--- config.mk ---
export PLATFORM = sky130hd
export DESIGN_NAME = slirm_cell
export DESIGN_NICKNAME = d
export VERILOG_FILES = /design/src/hw/rtl/slirm_pkg.sv /design/src/hw/rtl/slirm_cell.sv
export SDC_FILE = /design/constraint.sdc
export NUM_CORES = 1
export LEC_CHECK = 0
export BUFFER_PORTS_ARGS = -buffer_cell sky130_fd_sc_hd__buf_2
export CAP_MARGIN = 10
export CORE_ASPECT_RATIO = 0.8
export CORE_MARGIN = 1.5
export CORE_UTILIZATION = 39
export CTS_CLUSTER_SIZE = 16
export DETAILED_ROUTE_END_ITERATION = 8
export PLACE_DENSITY = 0.7
export SLEW_MARGIN = 10
export SYNTH_ARGS = -nofsm -noshare
export SYNTH_HDL_FRONTEND = slang
export SYNTH_SLANG_ARGS = --single-unit
--- constraint.sdc ---
create_clock -name clk_i -period 3.79 [get_ports clk_i]
set_input_delay 0.758 -clock clk_i [delete_from_list [all_inputs] [get_ports clk_i]]
set_output_delay 0.758 -clock clk_i [all_outputs]
set_load 0.01 [all_outputs]
--- src/hw/rtl/slirm_pkg.sv ---
// ----------------------------------------------------------------------------
// slirm_pkg: shared types and codes of the sorted key list
// Command broadcast to the cell row, neighbor link, function and status codes.
// ----------------------------------------------------------------------------
package slirm_pkg;

  localparam int unsigned KeyWidth = 32;
  localparam int unsigned OccWidth = 7;

  localparam logic FUNC_INSERT = 1'b0;
  localparam logic FUNC_REMOVE = 1'b1;

  localparam logic [1:0] STATUS_OK    = 2'd0;
  localparam logic [1:0] STATUS_EMPTY = 2'd1;
  localparam logic [1:0] STATUS_FULL  = 2'd2;

  typedef struct packed {
    logic                       ins;
    logic                       rem;
    logic signed [KeyWidth-1:0] key;
  } cell_cmd_t;

  typedef struct packed {
    logic                       valid;
    logic                       place;
    logic signed [KeyWidth-1:0] key;
  } cell_link_t;

endpackage

--- src/hw/rtl/slirm_cell.sv ---
// ----------------------------------------------------------------------------
// slirm_cell: one slot of the sorted key list
// Holds one key and its valid bit, compares against the broadcast key and
// shifts right on insert or left on remove.
// ----------------------------------------------------------------------------
module slirm_cell (
  input  logic                 clk_i,
  input  logic                 rst_ni,
  input  slirm_pkg::cell_cmd_t  cmd_i,
  input  slirm_pkg::cell_link_t prev_i,
  input  slirm_pkg::cell_link_t next_i,
  output slirm_pkg::cell_link_t link_o
);
  import slirm_pkg::*;

  logic                       valid_q, valid_d;
  logic signed [KeyWidth-1:0] key_q, key_d;
  logic                       place;

  assign place = !valid_q || !(key_q < cmd_i.key);

  always_comb begin
    valid_d = valid_q;
    key_d   = key_q;
    if (cmd_i.ins) begin
      valid_d = valid_q || prev_i.valid;
      if (place && prev_i.place) begin
        key_d = prev_i.key;
      end else if (place) begin
        key_d = cmd_i.key;
      end
    end else if (cmd_i.rem) begin
      valid_d = next_i.valid;
      key_d   = next_i.key;
    end
  end

  always_ff @(posedge clk_i or negedge rst_ni) begin
    if (!rst_ni) begin
      valid_q <= 1'b0;
    end else begin
      valid_q <= valid_d;
    end
  end

  always_ff @(posedge clk_i) begin
    key_q <= key_d;
  end

  assign link_o = '{valid: valid_q, place: place, key: key_q};

endmodule
==> results.py, run 1 <==
metrics = {
    "yosys": {
        "synth-async-reset-ratio_pct": 3.030,
        "synth_flop_cell": "edfxtp_1",
        "yosys-top-cells-area": "edfxtp_1 (30%), o221ai_2 (14%), ha_1 (12%)",
        "netlist_area_mm2": 0.003208,
        "ys_ff_latch": 33,
        "yosysWarnings": 0,
        "syn_nets": 481,
        "yosys.area.top_type": "edfxtp_1",
        "yosysTopAreaCellShare_pct": 29.95,
        "synthDistinctLibCells": 39,
        "synthCells": 346,
        "syn_avg_cell_area_um2": 9.272,
        "ys_seq_area_share_pct": 30.73,
        "synth_edf_count": 32,
    },
    "die": {
        "die-height_um": 84.12,
        "die_w_um": 104.4,
        "coreArea_mm2": 0.007946,
        "std_cell_rows": 29,
        "ios": 138,
        "dieArea_mm2": 0.008782,
        "start_util_pct": 40.37,
    },
    "global_route": {
        "grt_usage_pct": 20.28,
        "first_global_vias": 3051,
        "gr-total-overflow": 0,
        "antenna_found_initial": 0,
        "grt_pass1_wl_um": 14440,
        "grt_max_degree": 60,
    },
    "route": {
        "drtIter0Drc": 139,
        "wl_per_cell_um": 14.92,
        "drc": 0,
        "via_per_inst": 5.361,
        "first_pass_iters": 4,
        "vias": 3104,
        "ant_nets": 0,
        "routed_wl_um": 8637,
    },
    "setup_path": {
        "timing.rr.start": "key_q[31]",
        "worstPathArrival_ns": 2.74,
        "crit_fanout": 4,
        "crit_required_ns": 3.03,
        "critical_path_class": "primary input to output pin",
        "rr_endpoint": "key_q[31]",
        "endpoint_kind": "output pin",
        "rrSetupSlack_ns": 0.67,
        "setup.worst_path.start_class": "primary input",
        "worst_r2r_path_depth": 9,
    },
    "layout": {
        "area_growth_pct": 27.15,
        "nets": 605,
        "layout_common_cells": "buf_2 (135), inv_1 (66), nand2_1 (40)",
        "insertedDiodeCount": 0,
        "multi_input_area_mm2": 0.001839,
        "drive_gt1_share_pct": 39.70,
        "design_area_mm2": 0.004079,
        "fin_util_pct": 51.33,
        "seq_area_um2": 985.9,
        "mostFrequentLayoutCell": "buf_2",
        "final_cells": 579,
        "fill_cells": 788,
    },
    "clocking": {
        "root_buffer": "clkbuf_8",
        "cts_sinks": 33,
        "clkSlewWorstSetupHoldPaths_ns": 0.07,
        "cts_setup_buffers": 0,
        "worstSkewPairLatency_ns": 0.28,
        "h-tree-depth": 2,
        "cts_tree": "built",
        "cts_buffers": 5,
        "clock_path_buffers": 2,
        "holdBufCountCts": 0,
        "ctsResizeCount": 0,
    },
    "sta": {
        "fmax_mhz": 286.3,
        "post-route-period-util_pct": 92.17,
        "fin_ws_ns": 0.2967,
        "slew-limit-headroom_pct": 66.90,
        "clock_skew_ns": 0.005882,
        "hold_viol": 0,
        "min_period_ns": 3.493,
        "tns_ns": 0,
        "finalSetupViolations": 0,
        "grt_setup_unrepaired": "no",
        "tightest_slew_ns": 0.4965,
        "maxSlewViolCount": 0,
        "holdWs_ns": 0.2381,
    },
    "placement": {
        "dp_cells": 571,
        "pre_cts_ws_ns": 0.1605,
        "port_buffers": 136,
        "placedInstanceArea_mm2": 0.003999,
        "gp_congestion": 0.8313,
        "dp_hpwl_um": 6610,
    },
    "power_and_ir_drop": {
        "total_power_mw": 1.405,
        "p_leak_nw": 1.965,
        "ir_drop_mv": 0.1788,
        "p_per_area_mw_per_mm2": 344.5,
    },
    "job": {
        "drv_cap": 0,
    },
    "hold_path": {
        "hold_class": "primary input to async pin",
    },
    "status": {
        "outcome": "finished clean",
    },
}
[cells in the mapped netlist (all sizes together) (2+ instances only)]
| library cell | n |
|---|---|
| nor2 | 6 |
| inv | 66 |
| ha | 31 |
| o221ai | 32 |
| a21o | 2 |
| o2111ai | 32 |
| nand2 | 40 |
| clkbuf | 19 |
| a21oi | 11 |
| nand4 | 6 |
| o21ai | 5 |
| and2 | 32 |
| buf | 11 |
| nand3 | 2 |
| edfxtp | 32 |
[critical path, stage by stage]
cell and delay [ns]:
buf_2 0.09, inv_1 0.04, ha_1 0.30, a21o_1 0.18, a21o_1 0.17, a221o_1 0.30
a22o_1 0.27, or3_1 0.38, nand3_1 0.11, buf_2 0.13
[cell families after synthesis]
family	synth area share, %
AOI/OAI and AO/OA	29.95
DFF	30.73
and+or+nand+nor	14.70
adders and majority gates	12.09
buffers and inverters	12.52
[power breakdown]
| part | total [mW] | internal [mW] | leakage, nW | switching [mW] |
|---|---|---|---|---|
| sequential | 0.534 | 0.492 | 0.335 | 0.0415 |
| clock | 0.260 | 0.131 | 0.0395 | 0.129 |
| combinational | 0.612 | 0.261 | 1.59 | 0.351 |
[how the worst max path moves through the flow]
stage | start | endpoint | slack (ns) | depth (start not counted)
finish | cmd_i[13] | link_o[32] | 0.30 | 10
CTS | cmd_i[13] | link_o[32] | 0.28 | 10
global route | cmd_i[9] | link_o[32] | 0.17 | 10
global placement | cmd_i[31] | key_q[31] | 0.16 | 11
detailed placement | cmd_i[31] | key_q[31] | 0.16 | 11
floorplan | cmd_i[13] | key_q[0] | 0.28 | 9
[metal layers]
layer | wire (um) | track usage, % | vias to the layer above
li1 | - | - | 1530
met1 | 4097 | 28.38 | 1440
met2 | 3837 | 32.24 | 122
met3 | 560 | 3.279 | 12
met4 | 142 | 6.061 | 0
met5 | 0 | 0 | -
[flip-flops by register name, indices dropped and copies added (netlist names)]
signal,flops
key_q,32
valid_q,1
[final cells by class]
type,instances,area share [%]
multi-input combinational,217,45.09
timing repair buffer,147,19.39
sequential,33,24.17
inverter,66,6.074
tap,108,3.313
clock buffer,8,1.963
No activity file was read; power rests on OpenSTA's default activity.
==> run 2, diff against run 1 <==
--- a/config.mk
+++ b/config.mk
@@ -9,10 +9,10 @@
 export CAP_MARGIN = 10
 export CORE_ASPECT_RATIO = 0.8
 export CORE_MARGIN = 1.5
-export CORE_UTILIZATION = 39
+export CORE_UTILIZATION = 44
 export CTS_CLUSTER_SIZE = 16
 export DETAILED_ROUTE_END_ITERATION = 8
-export PLACE_DENSITY = 0.7
+export PLACE_DENSITY = 0.78
 export SLEW_MARGIN = 10
 export SYNTH_ARGS = -nofsm -noshare
 export SYNTH_HDL_FRONTEND = slang
==> results.py, run 2 (synthesized netlist as in run 1, its figures left out) <==
metrics = {
    "status": {
        "outcome": "finished clean",
    },
    "clocking": {
        "h-tree-depth": 2,
        "root_buffer": "clkbuf_8",
        "clock_path_buffers": 2,
        "clkSlewWorstSetupHoldPaths_ns": 0.07,
        "cts_setup_buffers": 0,
        "cts_buffers": 5,
        "ctsResizeCount": 0,
        "cts_sinks": 33,
        "cts_tree": "built",
        "holdBufCountCts": 0,
        "worstSkewPairLatency_ns": 0.28,
    },
    "layout": {
        "insertedDiodeCount": 0,
        "largest_register_ffs": 32,
        "multi_input_area_mm2": 0.001839,
        "nets": 604,
        "regMostFlops": "key_q",
        "drive_gt1_share_pct": 39.57,
        "fill_cells": 629,
        "area_growth_pct": 25.70,
        "reg.largest.list": "key_q: 32 flops, valid_q: 1 flops",
        "final_cells": 557,
        "mostFrequentLayoutCell": "buf_2",
        "layout_common_cells": "buf_2 (135), inv_1 (66), nand2_1 (40)",
        "design_area_mm2": 0.004033,
        "seq_area_um2": 985.9,
    },
    "sta": {
        "clock_skew_ns": 0.007830,
        "slew-limit-headroom_pct": 51.21,
        "tightest_slew_ns": 0.7319,
        "grt_setup_unrepaired": "no",
        "tns_ns": 0,
        "finalSetupViolations": 0,
        "fmax_mhz": 283.1,
        "min_period_ns": 3.532,
        "post-route-period-util_pct": 93.20,
        "hold_viol": 0,
        "maxSlewViolCount": 0,
    },
    "power_and_ir_drop": {
        "power_switching_mw": 0.5239,
        "clkPwrFrac_pct": 18.1,
        "p_per_area_mw_per_mm2": 348.5,
        "pwr-share-comb_pct": 43.8,
        "total_power_mw": 1.405,
        "swShare_pct": 37.27,
        "power.internal_mw": 0.8816,
        "ir_drop_mv": 0.1663,
        "p_leak_nw": 1.956,
        "power_frac_seq_pct": 38.1,
    },
    "global_route": {
        "grt_max_degree": 67,
        "met3_usage_pct": 3.152,
        "grt_usage_pct": 22.97,
        "first_global_vias": 3158,
        "top_usage_layer": "met2",
        "antenna_found_initial": 0,
        "grt_pass1_wl_um": 14460,
        "global_route.usage.met2_pct": 39.32,
        "gr-total-overflow": 0,
        "grtUsageMet1_pct": 30.90,
    },
    "setup_path": {
        "worst_r2r_path_depth": 9,
        "endpoint_kind": "output pin",
        "timing.rr.start": "key_q[31]",
        "setup.worst_path.start_class": "primary input",
        "crit_fanout": 4,
        "worstPathArrival_ns": 2.77,
        "rrSetupSlack_ns": 0.69,
        "rr_endpoint": "key_q[6]",
        "crit_required_ns": 3.03,
        "critical_path_class": "primary input to output pin",
    },
    "die": {
        "ios": 138,
        "start_util_pct": 46.10,
        "die-height_um": 79.38,
        "die_w_um": 98.47,
        "dieArea_mm2": 0.007816,
        "coreArea_mm2": 0.006959,
        "std_cell_rows": 27,
    },
    "route": {
        "routed_wl_um": 9001,
        "first_pass_iters": 4,
        "via_per_inst": 5.627,
        "drtIter0Drc": 126,
        "wl_per_cell_um": 16.16,
        "drc": 0,
        "ant_nets": 0,
        "vias": 3134,
    },
    "placement": {
        "gp_congestion": 0.8076,
        "dp_hpwl_um": 7027,
        "placedInstanceArea_mm2": 0.003953,
        "dp_cells": 549,
        "port_buffers": 136,
    },
    "hold_path": {
        "hold_class": "primary input to async pin",
    },
    "job": {
        "drv_cap": 0,
    },
}
run 2: power by group through the flow:
stage / Clock (mW) / Sequential (mW) / Combinational (mW)
finish: 0.254 / 0.535 / 0.616
global route: 0.274 / 0.543 / 0.684
floorplan: 0 / 0.566 / 0.368
global placement: 0 / 0.537 / 0.594
detailed placement: 0 / 0.543 / 0.618
CTS: 0.263 / 0.536 / 0.621
run 2: worst max-delay path, cell delays in order:
cell and delay, ns:
buf_2 0.10, inv_1 0.06, ha_1 0.31, a21o_1 0.18, a21o_1 0.17, a221o_1 0.29
a22o_1 0.26, or3_1 0.40, nand3_1 0.11, buf_2 0.13
run 2: final cells by class:
class / count / share of cell area, %
sequential: 33 / 24.45
inverter: 66 / 6.143
tap: 87 / 2.699
timing repair buffer: 146 / 19.11
multi-input combinational: 217 / 45.61
clock buffer: 8 / 1.986
run 2: layer usage:
layer  wire length (um)  vias up
met5                  0        -
met4                137        0
met3                469       14
met2               4265      131
met1               4128     1466
li1                   -     1523
run 2: worst max path at each step:
stage              start         end  depth (start not counted)
2_1_floorplan  cmd_i[13]    key_q[0]                          9
3_3_place_gp   cmd_i[31]   key_q[30]                         11
3_5_place_dp   cmd_i[31]    key_q[4]                         11
4_1_cts        cmd_i[13]  link_o[32]                         10
5_1_grt         cmd_i[1]  link_o[32]                          9
6_report       cmd_i[13]  link_o[32]                         10
run 2: stage by stage:
stage	hold WS, ns	setup slack [ns]	utilization, %
after floorplan	0.4624	0.2788	-
after detailed placement	0.5353	0.2069	56.80
final	0.2392	0.2575	57.95
after global placement	0.5331	0.2605	56.80
after CTS	0.2350	0.2424	57.95
after global routing	0.2288	0.1619	57.95
==> run 3, diff against run 2 <==
--- a/config.mk
+++ b/config.mk
@@ -13,6 +13,7 @@
 export CTS_CLUSTER_SIZE = 16
 export DETAILED_ROUTE_END_ITERATION = 8
 export PLACE_DENSITY = 0.78
+export RECOVER_POWER = 25
 export SLEW_MARGIN = 10
 export SYNTH_ARGS = -nofsm -noshare
 export SYNTH_HDL_FRONTEND = slang
==> results.py, run 3 (synthesized netlist as in run 1, its figures left out) <==
metrics = {
    "die": {
        "die-height_um": 79.38,
        "coreArea_mm2": 0.006959,
        "std_cell_rows": 27,
        "die_w_um": 98.47,
        "ios": 138,
        "start_util_pct": 46.10,
        "dieArea_mm2": 0.007816,
    },
    "placement": {
        "pre_cts_ws_ns": 0.2069,
        "placedInstanceArea_mm2": 0.003953,
        "gp_congestion": 0.8076,
        "dp_hpwl_um": 7027,
        "port_buffers": 136,
    },
    "clocking": {
        "h-tree-depth": 2,
        "cts_setup_buffers": 0,
        "worstSkewPairLatency_ns": 0.28,
        "clock_path_buffers": 2,
        "ctsResizeCount": 0,
        "holdBufCountCts": 0,
        "cts_buffers": 5,
        "clkSlewWorstSetupHoldPaths_ns": 0.07,
        "cts_tree": "built",
        "cts_sinks": 33,
        "root_buffer": "clkbuf_8",
    },
    "global_route": {
        "top_usage_layer": "met2",
        "first_global_vias": 3158,
        "antenna_found_initial": 0,
        "grt_pass1_wl_um": 14460,
        "met3_usage_pct": 3.152,
        "grtUsageMet1_pct": 30.90,
        "grt_usage_pct": 22.97,
        "gr-total-overflow": 0,
        "grt_max_degree": 67,
        "global_route.usage.met2_pct": 39.32,
    },
    "setup_path": {
        "path_cells": "buf_2 > inv_1 > ha_1 > a21o_1 > a21o_1 > a221o_1 > a22o_1 > or3_1 > nand3_1 > buf_2",
        "max_stage_delay_ns": 0.40,
        "critPathSlowestCell": "or3_1",
        "cpLargestDelayFamily": "compound AO/OA/AOI/OAI gates",
        "worstPathArrival_ns": 2.77,
        "setup.worst_path.start_class": "primary input",
        "critical_path_class": "primary input to output pin",
        "cp_num_buf_inv": 3,
        "endpoint_kind": "output pin",
        "crit_fanout": 4,
        "crit_required_ns": 3.03,
    },
    "route": {
        "vias": 3121,
        "drc": 0,
        "via_per_inst": 5.603,
        "wl_per_cell_um": 16.17,
        "drtIter0Drc": 130,
        "first_pass_iters": 4,
        "routed_wl_um": 9004,
        "ant_nets": 0,
    },
    "power_and_ir_drop": {
        "p_per_area_mw_per_mm2": 348.9,
        "p_leak_nw": 1.889,
        "pwr-share-comb_pct": 43.3,
        "ir_drop_mv": 0.1665,
        "power.internal_mw": 0.8702,
        "power_frac_seq_pct": 38.4,
        "clkPwrFrac_pct": 18.3,
        "power_switching_mw": 0.5259,
        "swShare_pct": 37.67,
    },
    "layout": {
        "drive_gt1_share_pct": 34.68,
        "nets": 604,
        "regMostFlops": "key_q",
        "reg.largest.list": "key_q: 32 flops, valid_q: 1 flops",
        "area_growth_pct": 24.73,
        "design_area_mm2": 0.004001,
        "fin_util_pct": 57.50,
        "largest_register_ffs": 32,
        "layout_common_cells": "buf_2 (112), inv_1 (66), nand2_1 (40)",
        "fill_cells": 645,
        "mostFrequentLayoutCell": "buf_2",
        "insertedDiodeCount": 0,
    },
    "sta": {
        "tns_ns": 0,
        "min_period_ns": 3.526,
        "grt_setup_unrepaired": "no",
        "hold_viol": 0,
        "maxSlewViolCount": 0,
        "tightest_slew_ns": 1.437,
        "finalSetupViolations": 0,
        "fin_ws_ns": 0.2637,
        "slew-limit-headroom_pct": 4.190,
        "fmax_mhz": 283.6,
        "post-route-period-util_pct": 93.04,
        "clock_skew_ns": 0.008388,
        "holdWs_ns": 0.2393,
    },
    "status": {
        "outcome": "finished clean",
    },
    "hold_path": {
        "hold_class": "primary input to async pin",
    },
    "job": {
        "drv_cap": 0,
    },
}
==> run 3: cell count changes in the layout (fill, tap and decap cells not counted) <==
cell,change
buf_4,-1
buf_2,-23
clkbuf_2,+1
clkbuf_1,+23
==> run 3: cell type report <==
type,instances,area (um2),area share [%]
timing repair buffer,146,739.5,18.48
sequential,33,985.9,24.64
tap,87,108.9,2.720
inverter,66,247.7,6.191
clock buffer,8,80.08,2.001
multi-input combinational,217,1839,45.97
==> run 3: routing by layer <==
metal,part of all wire (%),vias to the layer above
met1,46,1477
met5,0,-
met4,1.5,0
met3,4.9,14
li1,-,1527
met2,47,103
==> run 3: path summary, 6_finish.rpt <==
path                               to  slack [ns]  depth (start not counted)      start
min in group clk_i            valid_q        0.72                          2    valid_q
hold / removal                valid_q        0.24                          1     rst_ni
hold reg to reg               valid_q        0.72                          2    valid_q
max in group asynchronous     valid_q        3.47                          1     rst_ni
setup / recovery           link_o[32]        0.26                         10  cmd_i[13]
setup reg to reg            key_q[18]        0.67                          9  key_q[31]
==> run 3: power by group through the flow <==
stage	logic [mW]	registers, mW	clock network [mW]
detailed placement	0.618	0.543	0
global placement	0.594	0.537	0
floorplan	0.368	0.566	0
CTS	0.621	0.536	0.263
finish	0.604	0.537	0.255
global route	0.672	0.545	0.274
==> run 3: stage by stage <==
stage / instances / total power, mW
global placement: 549 / 1.131
CTS: 557 / 1.420
floorplan: 346 / 0.9341
finish: 557 / 1.396
global route: 557 / 1.492
detailed placement: 549 / 1.161
